**src/rtl/sharp_pkg.sv**
```systemverilog
`default_nettype none
// Shared types and constants of the 3x3 cross-kernel sharpening unit.
// Used by every module in rtl/; depends on nothing.
package sharp_pkg;

  localparam int SAMPLE_W     = 8;
  localparam int ROW_W        = 12;
  localparam int COL_W        = 11;
  localparam int CHAN_W       = 2;
  localparam int WIDTH_CFG_W  = 12;
  localparam int HEIGHT_CFG_W = 13;
  localparam int CHANS_CFG_W  = 3;
  localparam int CFG_DATA_W   = 13;
  localparam int CFG_IDX_W    = 2;
  localparam int IDX_W        = 13;
  localparam int IN_TDATA_W   = 8;
  localparam int OUT_TDATA_W  = 40;
  localparam int OUT_PAD_W    = OUT_TDATA_W - (SAMPLE_W + ROW_W + COL_W + CHAN_W);

  localparam int MAX_HEIGHT   = 4096;
  localparam int WIDTH_RST    = 640;
  localparam int HEIGHT_RST   = 480;
  localparam int CHANS_RST    = 3;

  localparam int Q_DEPTH      = 8;
  localparam int Q_CNT_W      = 4;

  typedef enum logic [CFG_IDX_W-1:0] {
    CFG_IMAGE_WIDTH   = 2'd0,
    CFG_IMAGE_HEIGHT  = 2'd1,
    CFG_CHANNEL_COUNT = 2'd2
  } cfg_idx_t;

  typedef struct packed {
    logic [ROW_W-1:0]  row;
    logic [COL_W-1:0]  col;
    logic [CHAN_W-1:0] chan;
    logic              last;
  } pos_t;

  typedef struct packed {
    logic [SAMPLE_W-1:0] up;
    logic [SAMPLE_W-1:0] centre;
    logic [SAMPLE_W-1:0] left;
    logic [SAMPLE_W-1:0] right;
    logic [SAMPLE_W-1:0] down;
  } taps_t;

  typedef struct packed {
    logic [SAMPLE_W-1:0] sharpened;
    pos_t                pos;
  } result_t;

endpackage
`default_nettype wire

```
**src/rtl/sharp_stencil.sv**
```systemverilog
`default_nettype none
// Kernel arithmetic: 5*centre minus the four neighbors, then clamp to 0..255.
// One register stage; uses sharp_pkg types.
module sharp_stencil (
  input  wire                  clk,
  input  wire                  rst_n,
  input  wire                  in_valid,
  input  sharp_pkg::taps_t     taps,
  input  sharp_pkg::pos_t      pos,
  output logic                 out_valid,
  output sharp_pkg::result_t   result
);

  logic                  valid_r;
  logic [10:0]           gain_r;
  logic [9:0]            sum_r;
  sharp_pkg::pos_t       pos_r;
  logic [10:0]           gain_nxt;
  logic [9:0]            sum_nxt;
  logic signed [11:0]    diff;

  always_comb begin
    gain_nxt = {1'b0, taps.centre, 2'b00} + {3'b000, taps.centre};
    sum_nxt  = {2'b00, taps.up} + {2'b00, taps.down} + {2'b00, taps.left}
             + {2'b00, taps.right};
  end

  always_ff @(posedge clk) begin
    if (!rst_n) begin
      valid_r <= 1'b0;
    end else begin
      valid_r <= in_valid;
    end
  end

  always_ff @(posedge clk) begin
    gain_r <= gain_nxt;
    sum_r  <= sum_nxt;
    pos_r  <= pos;
  end

  always_comb begin
    diff = $signed({1'b0, gain_r}) - $signed({2'b00, sum_r});
    result.pos = pos_r;
    if (diff < 12'sd0) begin
      result.sharpened = '0;
    end else if (diff > 12'sd255) begin
      result.sharpened = '1;
    end else begin
      result.sharpened = diff[sharp_pkg::SAMPLE_W-1:0];
    end
  end

  assign out_valid = valid_r;

endmodule
`default_nettype wire

```
**config.mk**
```make
export PLATFORM = sky130hd
export DESIGN_NAME = sharp_stencil
export DESIGN_NICKNAME = d
export VERILOG_FILES = /design/src/rtl/sharp_pkg.sv /design/src/rtl/sharp_stencil.sv
export SDC_FILE = /design/constraint.sdc
export NUM_CORES = 1
export LEC_CHECK = 0
export BUFFER_PORTS_ARGS = -buffer_cell sky130_fd_sc_hd__buf_2
export CAP_MARGIN = 20
export CORE_UTILIZATION = 51
export CTS_CLUSTER_DIAMETER = 50
export DETAILED_ROUTE_END_ITERATION = 12
export GPL_TIMING_DRIVEN = 1
export PLACE_DENSITY = 0.95
export SYNTH_ARGS = -nofsm -noshare
export SYNTH_HDL_FRONTEND = slang
export SYNTH_SLANG_ARGS = --single-unit
```
**constraint.sdc**
```tcl
create_clock -name clk -period 7.1 [get_ports clk]
set_clock_uncertainty 0.15 [all_clocks]
set_input_delay 1.42 -clock clk [delete_from_list [all_inputs] [get_ports clk]]
set_output_delay 1.42 -clock clk [all_outputs]
set_load 0.01 [all_outputs]
```
Word level (Yosys, flattened, before mapping)
Cells that the tools add are included.
- input bits: 69
- output and inout bits: 35
- bits in registers: 48
- mux-type cells: 2
- add/sub/neg operators: 5
- magnitude comparators: 2
- operator list (kind ; count):
    8-bit 2-to-1 mux ; 2
    12-bit by 9-bit > comparator with 1-bit output (second input constant) ; 1
    12-bit by 1-bit less-than comparator with 1-bit output (second input constant) ; 1
    11-bit by 10-bit subtractor with 12-bit output ; 1
    10-bit by 8-bit adder with 11-bit output ; 1
    10-bit by 8-bit adder with 10-bit output ; 1
    9-bit by 8-bit adder with 10-bit output ; 1
    8-bit by 8-bit adder with 9-bit output ; 1

Logic depth before layout (Yosys ltp)
- depth after elaboration: 4
- mapped depth: 11
- depth with buffers taken out: 11

Worst setup path before layout
OpenSTA, ideal clock, no wires.
- path type: input to register
- start point: input taps[2] in the netlist's numbering
- end point: register sum_r[8]
- buffers on the path: 0
- stages: 9
- arrival: 3.743 ns
- setup slack: 3.089 ns
- path through: fa_1 fa_1 ha_1 a21o_1 a21oi_1 nor2b_1 o21a_1 o41a_1 xor2_1
- word-level cells in the longest chain between the ends: 3
- ends and longest elaborated chain (item ; RTL line ; source):
    start, declared ; sharp_stencil.sv:8 ; input sharp_pkg::taps_t taps,
    8-bit by 8-bit adder with 9-bit output ; sharp_stencil.sv:24 ; sum_nxt = {2'b00, taps.up} + {2'b00, taps.down} + {2'b00, taps.left}
    9-bit by 8-bit adder with 10-bit output ; sharp_stencil.sv:24 ;
    10-bit by 8-bit adder with 10-bit output ; sharp_stencil.sv:25 ; + {2'b00, taps.right};
    via sum_nxt[8] ; sharp_stencil.sv:19 ; logic [9:0] sum_nxt;
    end signal, assigned ; sharp_stencil.sv:38 ; sum_r <= sum_nxt;
    end, declared ; sharp_stencil.sv:16 ; logic [9:0] sum_r;
The timed path passes the listed nets, and every way through them passes these cells.
A chain may end at the register's enable or synchronous reset.

==> flow_summary.rst <==
.. list-table::
   :header-rows: 1

   * - Metric
     - Value
   * - Outcome
     - finished clean
   * - Arrival time of data at the critical path endpoint
     - 2.66 ns
   * - Element type at the critical path end
     - primary output
   * - Delay of the slowest cell on the worst path
     - 0.52 ns
   * - CP max FO
     - 8
   * - Vias after detailed routing
     - 1870
   * - Global route total overflow
     - 0
   * - Synth Net Count
     - 326
   * - Post-route setup TNS
     - 0 ns
   * - Root buf cell
     - sky130_fd_sc_hd__clkbuf_8
   * - Largest voltage drop on the vdd net
     - 0.0001639 V
   * - Critical-path top delay cell
     - sky130_fd_sc_hd__or4_4
   * - Maximum number of pins on one net before global-route repair
     - 16
   * - Mean area per synthesized cell
     - 11.30 um^2
   * - Hold-fix buffers at CTS
     - 0
   * - Starting density of the core
     - 54.42%
   * - Clock Power Share
     - 18.7%
   * - I/O pin count
     - 104
   * - Clock-pin slew on the worst setup and hold paths
     - 0.08 ns
   * - Cell-by-cell listing of the critical path
     - inv_1, ha_1, inv_1, fa_1, nand3_1, a21oi_1, or4_4, o311ai_2, o211ai_4, o21a_1, buf_2
   * - Type of the worst setup path
     - reg -> out
   * - Minimum hold slack
     - 1.073 ns
   * - Routed wire length
     - 4797 um
   * - Synthesis-to-finish area growth
     - 28.56%
   * - Worst path most repeated cell
     - sky130_fd_sc_hd__inv_1
   * - Number of global-route vias before repair
     - 1964
   * - Ratio of cells with drive above 1 in the final layout
     - 36.11%
   * - Setup bufs post-CTS
     - 0
   * - Clock buffer count from CTS
     - 5
   * - Crit share post-route
     - 59.60%
   * - Actual slew at the worst max-slew pin
     - 0.5049 ns
   * - Max-cap violations
     - 0
   * - Num rows
     - 24
   * - Max-slew violation count
     - 0
   * - Net count, final
     - 435
   * - Number of clock sinks
     - 48
   * - # resized after CTS
     - 0
   * - Final Wtd Congestion
     - 0.8188
   * - Drt via density
     - 4.973
   * - Average wire length per cell after detail routing
     - 12.76 um
   * - Remaining max-slew budget at the tightest pin
     - 66.03%
   * - Seq/Total Area, Yosys
     - 39.73%
   * - Number of violations reported at the end of detailed-routing iteration 0
     - 47
   * - Global-route wire length before repair
     - 7997 um
   * - Post-synthesis instance area
     - 0.002419 mm^2
   * - Unrepaired setup endpoints after global routing
     - no
   * - Total net switching power
     - 0.3829 mW
   * - Power per cell area
     - 340.3 mW/mm^2
   * - Register bit total from synthesis
     - 48
   * - Critical Path RT
     - 5.53 ns
   * - Detailed-placement wirelength estimate
     - 4063 um
   * - Reg power frac
     - 31.0%
   * - Y dimension of the die
     - 70.87 um
   * - Switching part of the total
     - 36.18%
   * - Count of port buffers added during placement
     - 103
   * - Die outline width
     - 70.87 um
   * - Antenna-violating nets left
     - 0
   * - CTS tree
     - built
   * - Number of antenna violations at the first check in global routing
     - 0
   * - Diodes inserted
     - 0
   * - Combined global-route utilization of all metal layers
     - 20.57%
   * - Synthesized instance count
     - 214
   * - Peak Freq
     - 236.3 MHz
   * - Hold crit path type
     - in -> reg
   * - Pleak
     - 1.565 nW
   * - Total design power
     - 1.058 mW
   * - Final Hold Viols
     - 0
   * - Number of H-tree levels
     - 2
   * - Die outline area
     - 0.005022 mm^2
   * - Residual DRC
     - 0
   * - FILL cells
     - 328
   * - Warnings from Yosys
     - 0
   * - Internal power component
     - 0.6753 mW
   * - Startpoint class of the critical path
     - flop
   * - Logic gate share of total power
     - 50.3%
   * - Post-synthesis cell type count
     - 35
   * - Fin crit period
     - 4.232 ns
   * - Maximum root-to-sink buffer count
     - 2
   * - Area inside the core boundary
     - 0.004444 mm^2
   * - Initial DRT Pass Iterations
     - 6
   * - Final setup viols
     - 0
==> logic make-up after synthesis <==
logic type,share of synthesized area (%)
AO/OA/AOI/OAI,13.30
XOR/XNOR,6.518
adder cells (fa/ha/maj),27.83
buffers and inverters,4.656
flip-flops,39.73
multiplexers,0.9311
AND/OR/NAND/NOR,7.035
==> registers in the layout, summed over array words and instances, names as in the netlist <==
signal,count
gain_r,11
sum_r,10
result,26
out_valid,1
==> final timing paths <==
| check | cells after the start | to | slack (ns) | startpoint |
|---|---|---|---|---|
| worst max-delay path | 11 | result[33] | 2.87 | gain_r[0]$_DFF_P_ |
| worst min-delay path | 1 | result[11]$_DFF_P_ | 1.07 | pos[11] |
==> cells in the mapped netlist <==
cell	count	area share, %
sky130_fd_sc_hd__dfxtp_1	48	40
sky130_fd_sc_hd__inv_1	27	4.2
sky130_fd_sc_hd__ha_1	25	13
sky130_fd_sc_hd__fa_1	18	15
sky130_fd_sc_hd__o21a_1	11	3.4
sky130_fd_sc_hd__xnor2_1	11	4.0
sky130_fd_sc_hd__a21oi_1	10	2.1
sky130_fd_sc_hd__nand2_1	7	1.1
sky130_fd_sc_hd__xor2_1	7	2.5
sky130_fd_sc_hd__nor2_1	6	0.93
sky130_fd_sc_hd__a21o_1	5	1.6
sky130_fd_sc_hd__nand2b_1	4	1.0
sky130_fd_sc_hd__nor2b_1	4	1.0
sky130_fd_sc_hd__o21bai_1	3	0.93
sky130_fd_sc_hd__a21oi_2	2	0.72
sky130_fd_sc_hd__a31oi_1	2	0.52
sky130_fd_sc_hd__and3_1	2	0.52
sky130_fd_sc_hd__nand4_1	2	0.52
sky130_fd_sc_hd__nor4_1	2	0.52
sky130_fd_sc_hd__o2111ai_1	2	0.72
sky130_fd_sc_hd__o21ai_0	2	0.41
sky130_fd_sc_hd__a311oi_1	1	0.36
sky130_fd_sc_hd__and2_1	1	0.26
sky130_fd_sc_hd__buf_6	1	0.47
sky130_fd_sc_hd__mux2_1	1	0.47
sky130_fd_sc_hd__mux2_2	1	0.47
sky130_fd_sc_hd__nand3_1	1	0.21
sky130_fd_sc_hd__nor3_1	1	0.21
sky130_fd_sc_hd__o211ai_4	1	0.88
sky130_fd_sc_hd__o21ai_1	1	0.21
sky130_fd_sc_hd__o311ai_2	1	0.67
sky130_fd_sc_hd__o31a_1	1	0.36
sky130_fd_sc_hd__o41a_1	1	0.47
sky130_fd_sc_hd__or3_1	1	0.26
sky130_fd_sc_hd__or4_4	1	0.47
==> layout make-up <==
cell class | instances | area [um^2] | share of cell area [%]
Clock buffer | 6 | 82.58 | 2.656
Clock inverter | 2 | 38.79 | 1.247
Timing Repair Buffer | 103 | 515.5 | 16.58
Multi-Input combinational cell | 138 | 1345 | 43.26
Tap cell | 52 | 65.06 | 2.093
Inverter | 27 | 101.3 | 3.260
Sequential cell | 48 | 960.9 | 30.91
==> per-layer routing <==
layer | wire, um | GRT usage [%] | vias up
met1 | 1818 | 20.65 | 868
met4 | 137 | 11.11 | 0
li1 | - | - | 940
met5 | 0 | 0 | -
met2 | 2692 | 39.53 | 50
met3 | 148 | 4.131 | 12
==> metrics by stage <==
stage	utilization (%)	cells	instance area (um^2)	setup slack [ns]
floorplan	-	214	2419	3.089
global placement	67.23	368	2988	2.932
detailed placement	67.23	368	2988	2.881
CTS	69.96	376	3109	2.866
global route	69.96	376	3109	2.703
finish	69.96	376	3109	2.868
==> critical path, delay by kind of cell (launching register included) <==
kind                       cells  cell delay (ns)
buffers and inverters          3             0.25
adders and majority gates      2             0.58
AOI/OAI and AO/OA              4             0.60
DFF                            1             0.30
and+or+nand+nor                2             0.64
==> layout by cell type, fill, tap and decap left out, types with 5 or more instances in the layout <==
cell type and count:
sky130_fd_sc_hd__dfxtp_1 48, sky130_fd_sc_hd__inv_1 27, sky130_fd_sc_hd__nand2_1 7, sky130_fd_sc_hd__a21o_1 5, sky130_fd_sc_hd__clkbuf_8 6, sky130_fd_sc_hd__xor2_1 7
sky130_fd_sc_hd__xnor2_1 11, sky130_fd_sc_hd__a21oi_1 10, sky130_fd_sc_hd__o21a_1 11, sky130_fd_sc_hd__buf_2 103, sky130_fd_sc_hd__fa_1 18, sky130_fd_sc_hd__nor2_1 6
sky130_fd_sc_hd__ha_1 25
==> power groups by stage <==
stage	combinational, mW	clock, mW	sequential [mW]
after floorplan	0.404	0	0.334
after global placement	0.511	0	0.331
after detailed placement	0.530	0	0.334
after CTS	0.536	0.203	0.327
after global routing	0.601	0.213	0.332
final	0.532	0.198	0.328
Note: power is estimated with default switching activity, not from simulation.
