$ cat src/rtl/sharp_pkg.sv
`default_nettype none
// Shared types and constants of the 3x3 cross-kernel sharpening unit.
// Used by every module in rtl/; depends on nothing.
package sharp_pkg;

  localparam int SAMPLE_W     = 8;
  localparam int ROW_W        = 12;
  localparam int COL_W        = 11;
  localparam int CHAN_W       = 2;
  localparam int WIDTH_CFG_W  = 12;
  localparam int HEIGHT_CFG_W = 13;
  localparam int CHANS_CFG_W  = 3;
  localparam int CFG_DATA_W   = 13;
  localparam int CFG_IDX_W    = 2;
  localparam int IDX_W        = 13;
  localparam int IN_TDATA_W   = 8;
  localparam int OUT_TDATA_W  = 40;
  localparam int OUT_PAD_W    = OUT_TDATA_W - (SAMPLE_W + ROW_W + COL_W + CHAN_W);

  localparam int MAX_HEIGHT   = 4096;
  localparam int WIDTH_RST    = 640;
  localparam int HEIGHT_RST   = 480;
  localparam int CHANS_RST    = 3;

  localparam int Q_DEPTH      = 8;
  localparam int Q_CNT_W      = 4;

  typedef enum logic [CFG_IDX_W-1:0] {
    CFG_IMAGE_WIDTH   = 2'd0,
    CFG_IMAGE_HEIGHT  = 2'd1,
    CFG_CHANNEL_COUNT = 2'd2
  } cfg_idx_t;

  typedef struct packed {
    logic [ROW_W-1:0]  row;
    logic [COL_W-1:0]  col;
    logic [CHAN_W-1:0] chan;
    logic              last;
  } pos_t;

  typedef struct packed {
    logic [SAMPLE_W-1:0] up;
    logic [SAMPLE_W-1:0] centre;
    logic [SAMPLE_W-1:0] left;
    logic [SAMPLE_W-1:0] right;
    logic [SAMPLE_W-1:0] down;
  } taps_t;

  typedef struct packed {
    logic [SAMPLE_W-1:0] sharpened;
    pos_t                pos;
  } result_t;

endpackage
`default_nettype wire

$ cat src/rtl/sharp_qcell.sv
`default_nettype none
// One cell of the result queue: holds a result, shifts toward the head on a pop.
// Uses sharp_pkg::result_t.
module sharp_qcell (
  input  wire                  clk,
  input  wire                  rst_n,
  input  wire                  push,
  input  wire                  pop,
  input  sharp_pkg::result_t   push_data,
  input  wire                  prev_valid,
  input  wire                  next_valid,
  input  sharp_pkg::result_t   next_data,
  output logic                 valid,
  output sharp_pkg::result_t   data
);

  logic                valid_r;
  logic                valid_nxt;
  sharp_pkg::result_t  data_r;
  sharp_pkg::result_t  data_nxt;
  logic                load_push;

  always_comb begin
    load_push = push && (pop ? (valid_r && !next_valid) : (!valid_r && prev_valid));
    if (load_push) begin
      valid_nxt = 1'b1;
      data_nxt  = push_data;
    end else if (pop) begin
      valid_nxt = next_valid;
      data_nxt  = next_data;
    end else begin
      valid_nxt = valid_r;
      data_nxt  = data_r;
    end
  end

  always_ff @(posedge clk) begin
    if (!rst_n) begin
      valid_r <= 1'b0;
    end else begin
      valid_r <= valid_nxt;
    end
  end

  always_ff @(posedge clk) begin
    data_r <= data_nxt;
  end

  assign valid = valid_r;
  assign data  = data_r;

endmodule
`default_nettype wire

$ cat config.mk
export PLATFORM = sky130hd
export DESIGN_NAME = sharp_qcell
export DESIGN_NICKNAME = d
export VERILOG_FILES = /design/src/rtl/sharp_pkg.sv /design/src/rtl/sharp_qcell.sv
export SDC_FILE = /design/constraint.sdc
export NUM_CORES = 1
export LEC_CHECK = 0
export ABC_AREA = 0
export BUFFER_PORTS_ARGS = -buffer_cell sky130_fd_sc_hd__buf_2
export CAP_MARGIN = 20
export CORE_MARGIN = 2
export CORE_UTILIZATION = 30
export DETAILED_ROUTE_END_ITERATION = 8
export PLACE_DENSITY = 0.65
export RECOVER_POWER = 50
export SKIP_CTS_REPAIR_TIMING = 1
export SLEW_MARGIN = 20
export SYNTH_ARGS = -nofsm -noshare
export SYNTH_HDL_FRONTEND = slang
export SYNTH_SLANG_ARGS = --single-unit
$ cat constraint.sdc
create_clock -name clk -period 3.32 [get_ports clk]
set_clock_uncertainty 0.15 [all_clocks]
set_input_delay 0.332 -clock clk [delete_from_list [all_inputs] [get_ports clk]]
set_output_delay 0.332 -clock clk [all_outputs]
set_load 0.03 [all_outputs]
[Yosys cells after proc, flatten, opt, wreduce, memory -nomap -nowiden]
Cells that the tools add are included.
Cells by class
  mux-type cells: 5
  reduce and logical (&&, ||, !) cells: 6
Operators by type and width (count)
  2-to-1 mux 34 bit: 2
  logical AND 1 bit: 3
  2-to-1 mux 1 bit: 3
  zero test 1 bit: 2
  nonzero test 2 bit: 1
Word-level totals
  flip-flop bits (word level): 35
  input bits: 74
  output and inout port bits: 35
  word-level logic and storage cells: 17

[Longest topological paths before layout]
Gate-level depths: netlist of the first run.
  depth in word-level cells: 5
  mapped depth: 4
  gate-level depth less buffers: 3

[Worst setup path before layout of the first run]
Ideal clock, no wire load.
  kind: register to register
  start point: register valid_r (netlist: valid)
  end point: register data_r, in the netlist data[0] (enable)
  setup time: 497 ps
  data arrival time: 1810 ps
  data required time: 2673 ps
  path slack: 863 ps
  stages on the path, launching flop included: 5
  buffers on the path: 1
  period minus slack after synthesis: 2457 ps
  path through: dfxtp_1 nor2_1 a31oi_4 buf_8 nand2b_1
On the way
  cells in the longest elaborated chain, start to end: 5
  elaborated cells between the ends (all ways): 6
  classes of those cells: mux (1); reduce/logical (5)
RTL lines
  start, declared: RTL line sharp_qcell.sv:17  | logic valid_r;
  start signal, assigned: RTL line sharp_qcell.sv:41  | valid_r <= valid_nxt;
  zero test 1 bit: RTL line sharp_qcell.sv:24  | load_push = push && (pop ? (valid_r && !next_valid) : (!valid_r && prev_valid));
  logical AND 1 bit: RTL line sharp_qcell.sv:24
  2-to-1 mux 1 bit *: RTL line sharp_qcell.sv:24
  logical AND 1 bit *: RTL line sharp_qcell.sv:24
  nonzero test 2 bit (no source line) *
  end signal, assigned: RTL line sharp_qcell.sv:46  | data_r <= data_nxt;
  end, declared: RTL line sharp_qcell.sv:19  | sharp_pkg::result_t data_r;
Mark *: on every way between the ends. The rest lies on a longest branch, timed or not.
A chain may end at the register's enable or synchronous reset.

[Worst setup path after layout of the first run]
  start point: register valid_r (netlist: valid)
  end point: register data_r, in the netlist data[10] (enable)
Same word-level chain as after synthesis.

==> run_results.csv, run 1 <==
group,metric,value,unit
outcome,outcome,"finished, final reports clean",
route,antenna_left,0,
pwr,internal_power,0.779,mW
floorplan,placementRows,26,
sta,hold-worst-slack,0.157,ns
floorplan,fp.coreArea,5170,um^2
floorplan,die_area,6060,um^2
synth,synthFlopType,"edfxtp_1",
job,drv_cap,0,
critical_path,critPathMaxFanout,34,
route,routedWlPerCell,12.8,um
global_routing,grtUsageTotal,11.3,%
sta,post-route-period-util,64.9,%
critical_path,start_kind,"register",
pwr,leakagePower,0.955,nW
final_layout,diodes,0,
route,drt_iter0_markers,41,
pwr,ir_worst_vdd,0.213,mV
critical_path,crit_buf_inv,1,
synth,synth_area,1640,um^2
synth,synth-edff-count,34,
critical_path,crit_chain,"and4b_4 -> a31oi_4 -> buf_4 -> nand2b_2",
global_routing,grt_start_max_net_pins,35,
critical_path,crit_path_max_incr_delay,0.53,ns
critical_path,worstPathArrival,1.85,ns
floorplan,initial_utilization,31.6,%
place,dp_slack,1.00,ns
synth,synth.distinct_cells,11,
global_routing,grt_pass1_wl,5130,um
final_layout,regArea,1040,um^2
pwr,p_seq_share,50.9,%
global_routing,grt_pass1_vias,1113,
clocking,insertion_delay,0.28,ns
route,viasPerCell,4.10,
critical_path,slowest_stage,"nand2b_2",
min_path,min_path_type,"in -> reg",
sta,hold_violations,0,
final_layout,multi_input_area,497,um^2
pwr,p_comb_share,19.7,%
clocking,clockRootBuffer,"clkbuf_8",
synth,ys_warn_count,0,
sta,fin_setup_tns,0,ns
global_routing,antenna_found_initial,0,
sta,worst_slack,1.16,ns
clocking,cts_num_sinks,35,
critical_path,cp.required,3.01,ns
synth,ys_seq_elements,35,
synth,yosys.area.top_type,"edfxtp_1",
sta,fmax,464,MHz
final_layout,post-route-util,43.0,%
synth,synth_top_cell_area_share,62.4,%
floorplan,die_h,77.9,um
critical_path,cp-end-kind,"register",
pwr,switchingPower,0.281,mW
synth,async_flop_share,0,%
clocking,numCtsBuffers,5,
critical_path,critPathTopFamily,"simple AND/OR/NAND/NOR gates",
final_layout,fin_nets,266,
pwr,pwr_density_cell,476,nW/um^2
final_layout,nFillCells,511,
floorplan,die_w,77.9,um
sta,finalMaxSlewViolations,0,
sta,finalSetupViolCount,0,
route,wirelength,3360,um
route,dr.pass1.iters,4,
clocking,cts_buffer_depth,2,
sta,period_minus_slack,2.16,ns
synth,syn-instance-count,78,
place,gp_congestion,0.705,
synth,synth_area_leaders,"edfxtp_1, mux2_4, mux2_2",
critical_path,reg2reg_slack,1.16,ns
route,vias,1079,
final_layout,drive_above_1_share,53.4,%
final_layout,area_growth,35.9,%
clocking,clkSlewWorstSetupHoldPaths,0.07,ns
synth,synth.yosys.seq_area_share,63.6,%
sta,slew_headroom,44.6,%
route,drcViolationCount,0,
clocking,htreeDepth,2,
global_routing,gr-total-overflow,0,
sta,tightest_slew,0.830,ns
pwr,power_frac_clock,29.3,%
clocking,cts_tree,"built",
pwr,p_sw_share,26.5,%
synth,synth.most_common_cell,"edfxtp_1",
floorplan,io_pins,109,
sta,grt_setup_unrepaired,"no",
synth,syn_nets,152,
critical_path,path_class,"reg -> reg",
synth,synthTopCellsByCount,"edfxtp_1, mux2_4, mux2_2, buf_8",
synth,synth_area_per_cell,21.0,um^2
place,io_buffer_count,108,
[area by class of cell]
class | instances | area share, %
clock inverter | 1 | 0.225
clock buffer | 7 | 3.88
sequential | 35 | 46.8
multi-input combinational | 40 | 22.3
timing repair buffer | 110 | 22.8
tap | 70 | 3.94
[sequential cells by signal, summed over array words and instances (netlist names)]
signal and count:
data 34, valid 1
[cells by family after synthesis]
| kind of cell | count (synthesis) | synth area share (%) |
|---|---|---|
| AO/OA/AOI/OAI | 2 | 1.76 |
| buffers and inverters | 3 | 2.75 |
| multiplexers | 35 | 30.4 |
| AND/OR/NAND/NOR | 3 | 1.45 |
| flip-flops | 35 | 63.6 |
[cell usage in the layout (no fill, tap or decap), types with 6 or more instances in the layout]
cell and n:
edfxtp_1 34, mux2_4 13, mux2_2 6, clkbuf_8 6, mux2_1 15, buf_2 73
clkbuf_1 37
[worst paths after layout]
| kind | startpoint | to | cells past startpoint |
|---|---|---|---|
| min | rst_n | valid | 2 |
| max | valid | data[10] | 4 |
| min reg2reg | valid | valid | 2 |
| max reg2reg | valid | data[10] | 4 |
[through the flow]
| stage | std cells | total power, mW | cell area (um^2) |
|---|---|---|---|
| 4_1_cts | 263 | 1.11 | 2330 |
| 3_3_place_gp | 255 | 0.783 | 2240 |
| 5_1_grt | 263 | 1.11 | 2220 |
| 3_5_place_dp | 255 | 0.786 | 2240 |
| 6_report | 263 | 1.06 | 2220 |
| 2_1_floorplan | 78 | 0.704 | 1640 |
[per-layer routing]
metal  wire, um  track usage, %
met3        360            6.16
met1       1350            11.8
met5          0               0
met4         19            4.29
met2       1630            19.1
[power groups by stage]
| stage | combinational [mW] | clock (mW) | sequential (mW) |
|---|---|---|---|
| 2_1_floorplan | 0.0789 | 0 | 0.625 |
| 3_3_place_gp | 0.235 | 0 | 0.548 |
| 3_5_place_dp | 0.237 | 0 | 0.549 |
| 4_1_cts | 0.238 | 0.328 | 0.539 |
| 5_1_grt | 0.225 | 0.346 | 0.543 |
| 6_report | 0.209 | 0.311 | 0.539 |
No activity file was read; power rests on OpenSTA's default activity.
==> inputs of run 2 (changes only) <==
ABC_AREA = 1   (was 0)
clock period = 2.12 ns   (was 3.32 ns; I/O delays follow)
==> run 2 against run 1 <==
Net effect: register-to-register slack lost 0.76 ns; largest power group unchanged; combinational power grew 71%; sequential cell count is the same; wire length grew 21%; synthesized cell count grew 100%; worst hold slack lost 0.13 ns; setup slack lost 0.76 ns; core utilization grew 0.47 points.
==> run_results.csv, run 2 <==
group,metric,value,unit
floorplan,die_h,77.4,um
global_routing,grt_pass1_vias,1422,
critical_path,start_kind,"register",
clocking,htreeDepth,2,
route,routedWlPerCell,12.0,um
sta,finalMaxSlewViolations,0,
sta,hold_violations,0,
sta,post-route-period-util,80.8,%
min_path,min_from,"rst_n",
synth,async_flop_share,0,%
synth,synthTopCellsByCount,"nand2_1, nand3_1, edfxtp_1, buf_4",
place,place_area,2210,um^2
critical_path,critPathMaxFanout,34,
synth,yosys.area.top_type,"edfxtp_1",
pwr,leakagePower,1.07,nW
global_routing,gr-total-overflow,0,
synth,synth.yosys.seq_area_share,64.4,%
final_layout,diodes,0,
floorplan,die_w,77.4,um
synth,synthFlopType,"edfxtp_1",
clocking,insertion_delay,0.27,ns
route,drcViolationCount,0,
outcome,outcome,"finished, final reports clean",
sta,hold-worst-slack,0.0290,ns
sta,fmax,584,MHz
global_routing,antenna_found_initial,0,
synth,ys_warn_count,0,
route,viasPerCell,4.38,
route,drt_iter0_markers,83,
clocking,clockRootBuffer,"clkbuf_8",
final_layout,fin_cells,337,
global_routing,grt_start_max_net_pins,35,
floorplan,initial_utilization,31.4,%
sta,tightest_slew,0.669,ns
floorplan,io_pins,109,
route,dr.pass1.iters,4,
floorplan,placementRows,26,
critical_path,cp.required,2.11,ns
route,antenna_left,0,
pwr,p_total,1.63,mW
final_layout,final_area,2230,um^2
final_layout,area_growth,38.3,%
place,dp.cells,331,
route,wirelength,4060,um
place,io_buffer_count,108,
final_layout,layout_common_cells,"buf_2, nand2_1, clkbuf_1",
clocking,cts_tree,"built",
critical_path,reg2reg_from,"valid",
synth,synth_area,1620,um^2
synth,syn-instance-count,158,
route,vias,1477,
place,post-dp-hpwl,3030,um
place,gp_congestion,0.708,
final_layout,drive_above_1_share,32.6,%
global_routing,grt_pass1_wl,6400,um
sta,period_minus_slack,1.71,ns
synth,synth-edff-count,34,
pwr,pwr_density_cell,728,nW/um^2
synth,synth.distinct_cells,12,
synth,synth_area_per_cell,10.2,um^2
synth,syn_nets,232,
floorplan,fp.coreArea,5140,um^2
critical_path,worstPathArrival,1.71,ns
clocking,cts_buffer_depth,2,
job,drv_cap,0,
synth,synth_area_leaders,"edfxtp_1, nand2_1, nand3_1",
clocking,cts_num_sinks,35,
min_path,min_path_type,"in -> reg",
floorplan,die_area,5990,um^2
synth,synth_top_cell_area_share,63.2,%
critical_path,startpoint,"valid",
global_routing,grtUsageTotal,13.9,%
critical_path,path_class,"reg -> reg",
clocking,numCtsBuffers,5,
synth,synth.most_common_cell,"nand2_1",
pwr,ir_worst_vdd,0.246,mV
final_layout,final_common_cell,"buf_2",
final_layout,fin_nets,342,
sta,fin_setup_tns,0,ns
sta,finalSetupViolCount,0,
critical_path,cp-end-kind,"register",
final_layout,largest_reg_flops,34,
sta,grt_setup_unrepaired,"no",
synth,ys_seq_elements,35,
clocking,clkSlewWorstSetupHoldPaths,0.06,ns
sta,slew_headroom,55.4,%
==> run 2: cell count changes in the layout (fill, tap and decap cells not counted), sizes merged, moves of 3 or more <==
cell,delta
inv,+3
mux2,-34
nand3,+35
buf,+3
nand2,+72
==> run 2: worst paths after layout <==
kind	to	slack, ns	cells after the start
max reg2reg	data[32]	0.41	6
min	valid	0.03	3
max	data[32]	0.41	6
min reg2reg	valid	0.58	3
==> run 2: kinds of logic after synthesis <==
kind of cell | after synthesis | share of synthesized area (%)
AND/OR/NAND/NOR | 108 | 28.7
flip-flops | 35 | 64.4
buffers and inverters | 13 | 5.34
AO/OA/AOI/OAI | 2 | 1.47
==> run 2: critical path, stage by stage (launching register included) <==
cell and delay (ns):
dfxtp_1 0.32, nor2_1 0.13, nand2_1 0.10, nand2_4 0.07, clkbuf_2 0.54, nand3_1 0.16, nand2_1 0.10
==> run 2: layout make-up <==
| type | instances | area, um^2 |
|---|---|---|
| Clock buffer | 6 | 72.6 |
| Fill cell | 538 | 2910 |
| Inverter | 3 | 11.3 |
| Multi-Input combinational cell | 110 | 490 |
| Sequential cell | 35 | 1040 |
| Tap cell | 70 | 87.6 |
| Timing Repair Buffer | 113 | 532 |
==> run 2: where the power goes <==
group          internal (mW)  leakage (nW)  switching [mW]  total (mW)
sequential             0.835         0.347          0.0163       0.851
clock                  0.218        0.0371           0.200       0.418
combinational          0.107         0.684           0.250       0.357
==> run 2: metrics by stage <==
stage          utilization, %  worst slack, ns
6_report                 43.5            0.407
2_1_floorplan               -            0.110
4_1_cts                  44.4            0.544
5_1_grt                  43.5            0.229
3_5_place_dp             43.0            0.549
3_3_place_gp             43.0            0.559
==> run 2: layer usage <==
layer | global-route usage (%) | vias to the layer above | wire (um) | share of wire (%)
li1 | - | 750 | - | -
met1 | 14.8 | 644 | 1580 | 39
met2 | 24.9 | 75 | 1960 | 48
met3 | 5.58 | 8 | 443 | 11
met4 | 4.82 | 0 | 68 | 1.7
met5 | 0 | - | 0 | 0
==> inputs of run 3 (changes only) <==
clock period = 1.6 ns   (was 2.12 ns; I/O delays follow)
==> run 3 against run 2 <==
Net effect: the flow now finishes with violations (hold timing); maximum frequency rose by 17%; via count increased by 1.2%; clock power rose by 41%; sequential cell count stayed put; sequential share of layout area is 2.2 points lower; largest power group unchanged; count of clock-buffer cells in the layout is the same; cell count is 3.3% higher; sequential power up 33%; first-iteration DRC count decreased by 64%; non-clock buffer count grew 9; largest cell class unchanged.
==> run_results.csv, run 3 (synthesis gave the netlist of run 2 again) <==
group,metric,value,unit
outcome,outcome,"finished with violations",
outcome,violations,"hold timing",
critical_path,cp.required,1.49,ns
clocking,insertion_delay,0.28,ns
route,antenna_left,0,
critical_path,slowest_stage,"dfxtp_1",
final_layout,area_growth,45.2,%
route,vias,1495,
floorplan,die_w,77.4,um
critical_path,crit_chain,"nor2_1 -> nand2_1 -> nand2_4 -> nand2_4 -> buf_4 -> nand2_1 -> nand2_1",
sta,finalMaxSlewViolations,0,
place,place_area,2230,um^2
route,routedWlPerCell,11.9,um
clocking,htreeDepth,2,
sta,hold_violations,8,
sta,slew_headroom,72.5,%
final_layout,nFillCells,531,
final_layout,final_common_cell,"buf_2",
route,wirelength,4150,um
final_layout,multi_input_area,504,um^2
clocking,clkSlewWorstSetupHoldPaths,0.07,ns
critical_path,worstPathArrival,1.36,ns
critical_path,critPathMaxFanout,19,
sta,grt_setup_unrepaired,"no",
clocking,cts_tree,"built",
floorplan,die_h,77.4,um
place,gp_congestion,0.687,
critical_path,start_kind,"register",
pwr,pwr_density_cell,943,nW/um^2
clocking,clockRootBuffer,"clkbuf_8",
critical_path,cp-end-kind,"register",
route,dr.pass1.iters,4,
sta,post-route-period-util,91.9,%
place,io_buffer_count,108,
critical_path,path_class,"reg -> reg",
final_layout,largest_reg_flops,34,
min_path,min_path_type,"in -> reg",
clocking,cts_buffer_depth,2,
global_routing,gr-total-overflow,0,
global_routing,grt_start_max_net_pins,35,
critical_path,crit_path_max_incr_delay,0.33,ns
floorplan,initial_utilization,31.4,%
final_layout,layout_common_cells,"buf_2, nand2_1, clkbuf_1",
floorplan,die_area,5990,um^2
global_routing,antenna_found_initial,0,
final_layout,drive_above_1_share,31.7,%
sta,fmax,680,MHz
global_routing,grtUsageTotal,14.1,%
final_layout,fin_nets,351,
final_layout,diodes,0,
floorplan,io_pins,109,
place,post-dp-hpwl,3010,um
floorplan,placementRows,26,
sta,period_minus_slack,1.47,ns
final_layout,final_area,2350,um^2
pwr,leakagePower,1.11,nW
critical_path,cp_common_cell,"nand2_1",
floorplan,fp.coreArea,5140,um^2
final_layout,post-route-util,45.6,%
pwr,ir_worst_vdd,0.390,mV
clocking,numCtsBuffers,5,
global_routing,grt_pass1_vias,1487,
sta,fin_setup_tns,0,ns
route,drt_iter0_markers,30,
route,viasPerCell,4.30,
sta,tightest_slew,0.414,ns
job,drv_cap,0,
route,drcViolationCount,0,
global_routing,grt_pass1_wl,6580,um
clocking,cts_num_sinks,35,
final_layout,regArea,1040,um^2
sta,finalSetupViolCount,0,
sta,hold-worst-slack,-0.00652,ns
## run 3: worst max-delay path, delay by kind of cell, from the launching register on
kind	cells	cell delay, ns
buffers and inverters	1	0.21
DFF	1	0.33
and+or+nand+nor	6	0.53
## run 3: path summary, 6_finish.rpt
path                 startpoint  endpoint  slack, ns  cells past startpoint
hold / removal    next_data[27]  data[27]     -0.007                      3
hold reg to reg           valid     valid       0.61                      3
setup / recovery          valid  data[12]       0.13                      7
setup reg to reg          valid  data[12]       0.13                      7
## run 3: cell type report
type                       count  area share [%]
clock inverter                 2           0.320
multi-input combinational    110            21.5
tap                           70            3.73
sequential                    35            44.4
inverter                       3           0.480
clock buffer                   6            3.09
timing repair buffer         122            26.5
## run 3: metal layers
metal | track usage, % | share of wire [%] | vias to the layer above
li1 | - | - | 769
met4 | 5.36 | 0.82 | 0
met2 | 25.6 | 52 | 59
met1 | 15.6 | 41 | 665
met3 | 3.84 | 6.2 | 2
met5 | 0 | 0 | -
## run 3: where the power goes
part           internal [mW]  total (mW)  switching, mW
Combinational          0.159       0.495          0.336
Clock                  0.296       0.590          0.293
Sequential              1.11        1.13         0.0209
## run 3: through the flow
step | power (mW) | hold WS, ns | worst slack, ns | instances
4_1_cts | 2.25 | -0.0377 | 0.140 | 340
2_1_floorplan | 1.46 | 0.154 | 0.0337 | 158
5_1_grt | 2.33 | 0.000878 | 0.0478 | 348
3_5_place_dp | 1.65 | 0.270 | 0.164 | 332
6_report | 2.21 | -0.00652 | 0.130 | 348
3_3_place_gp | 1.64 | 0.266 | 0.201 | 332
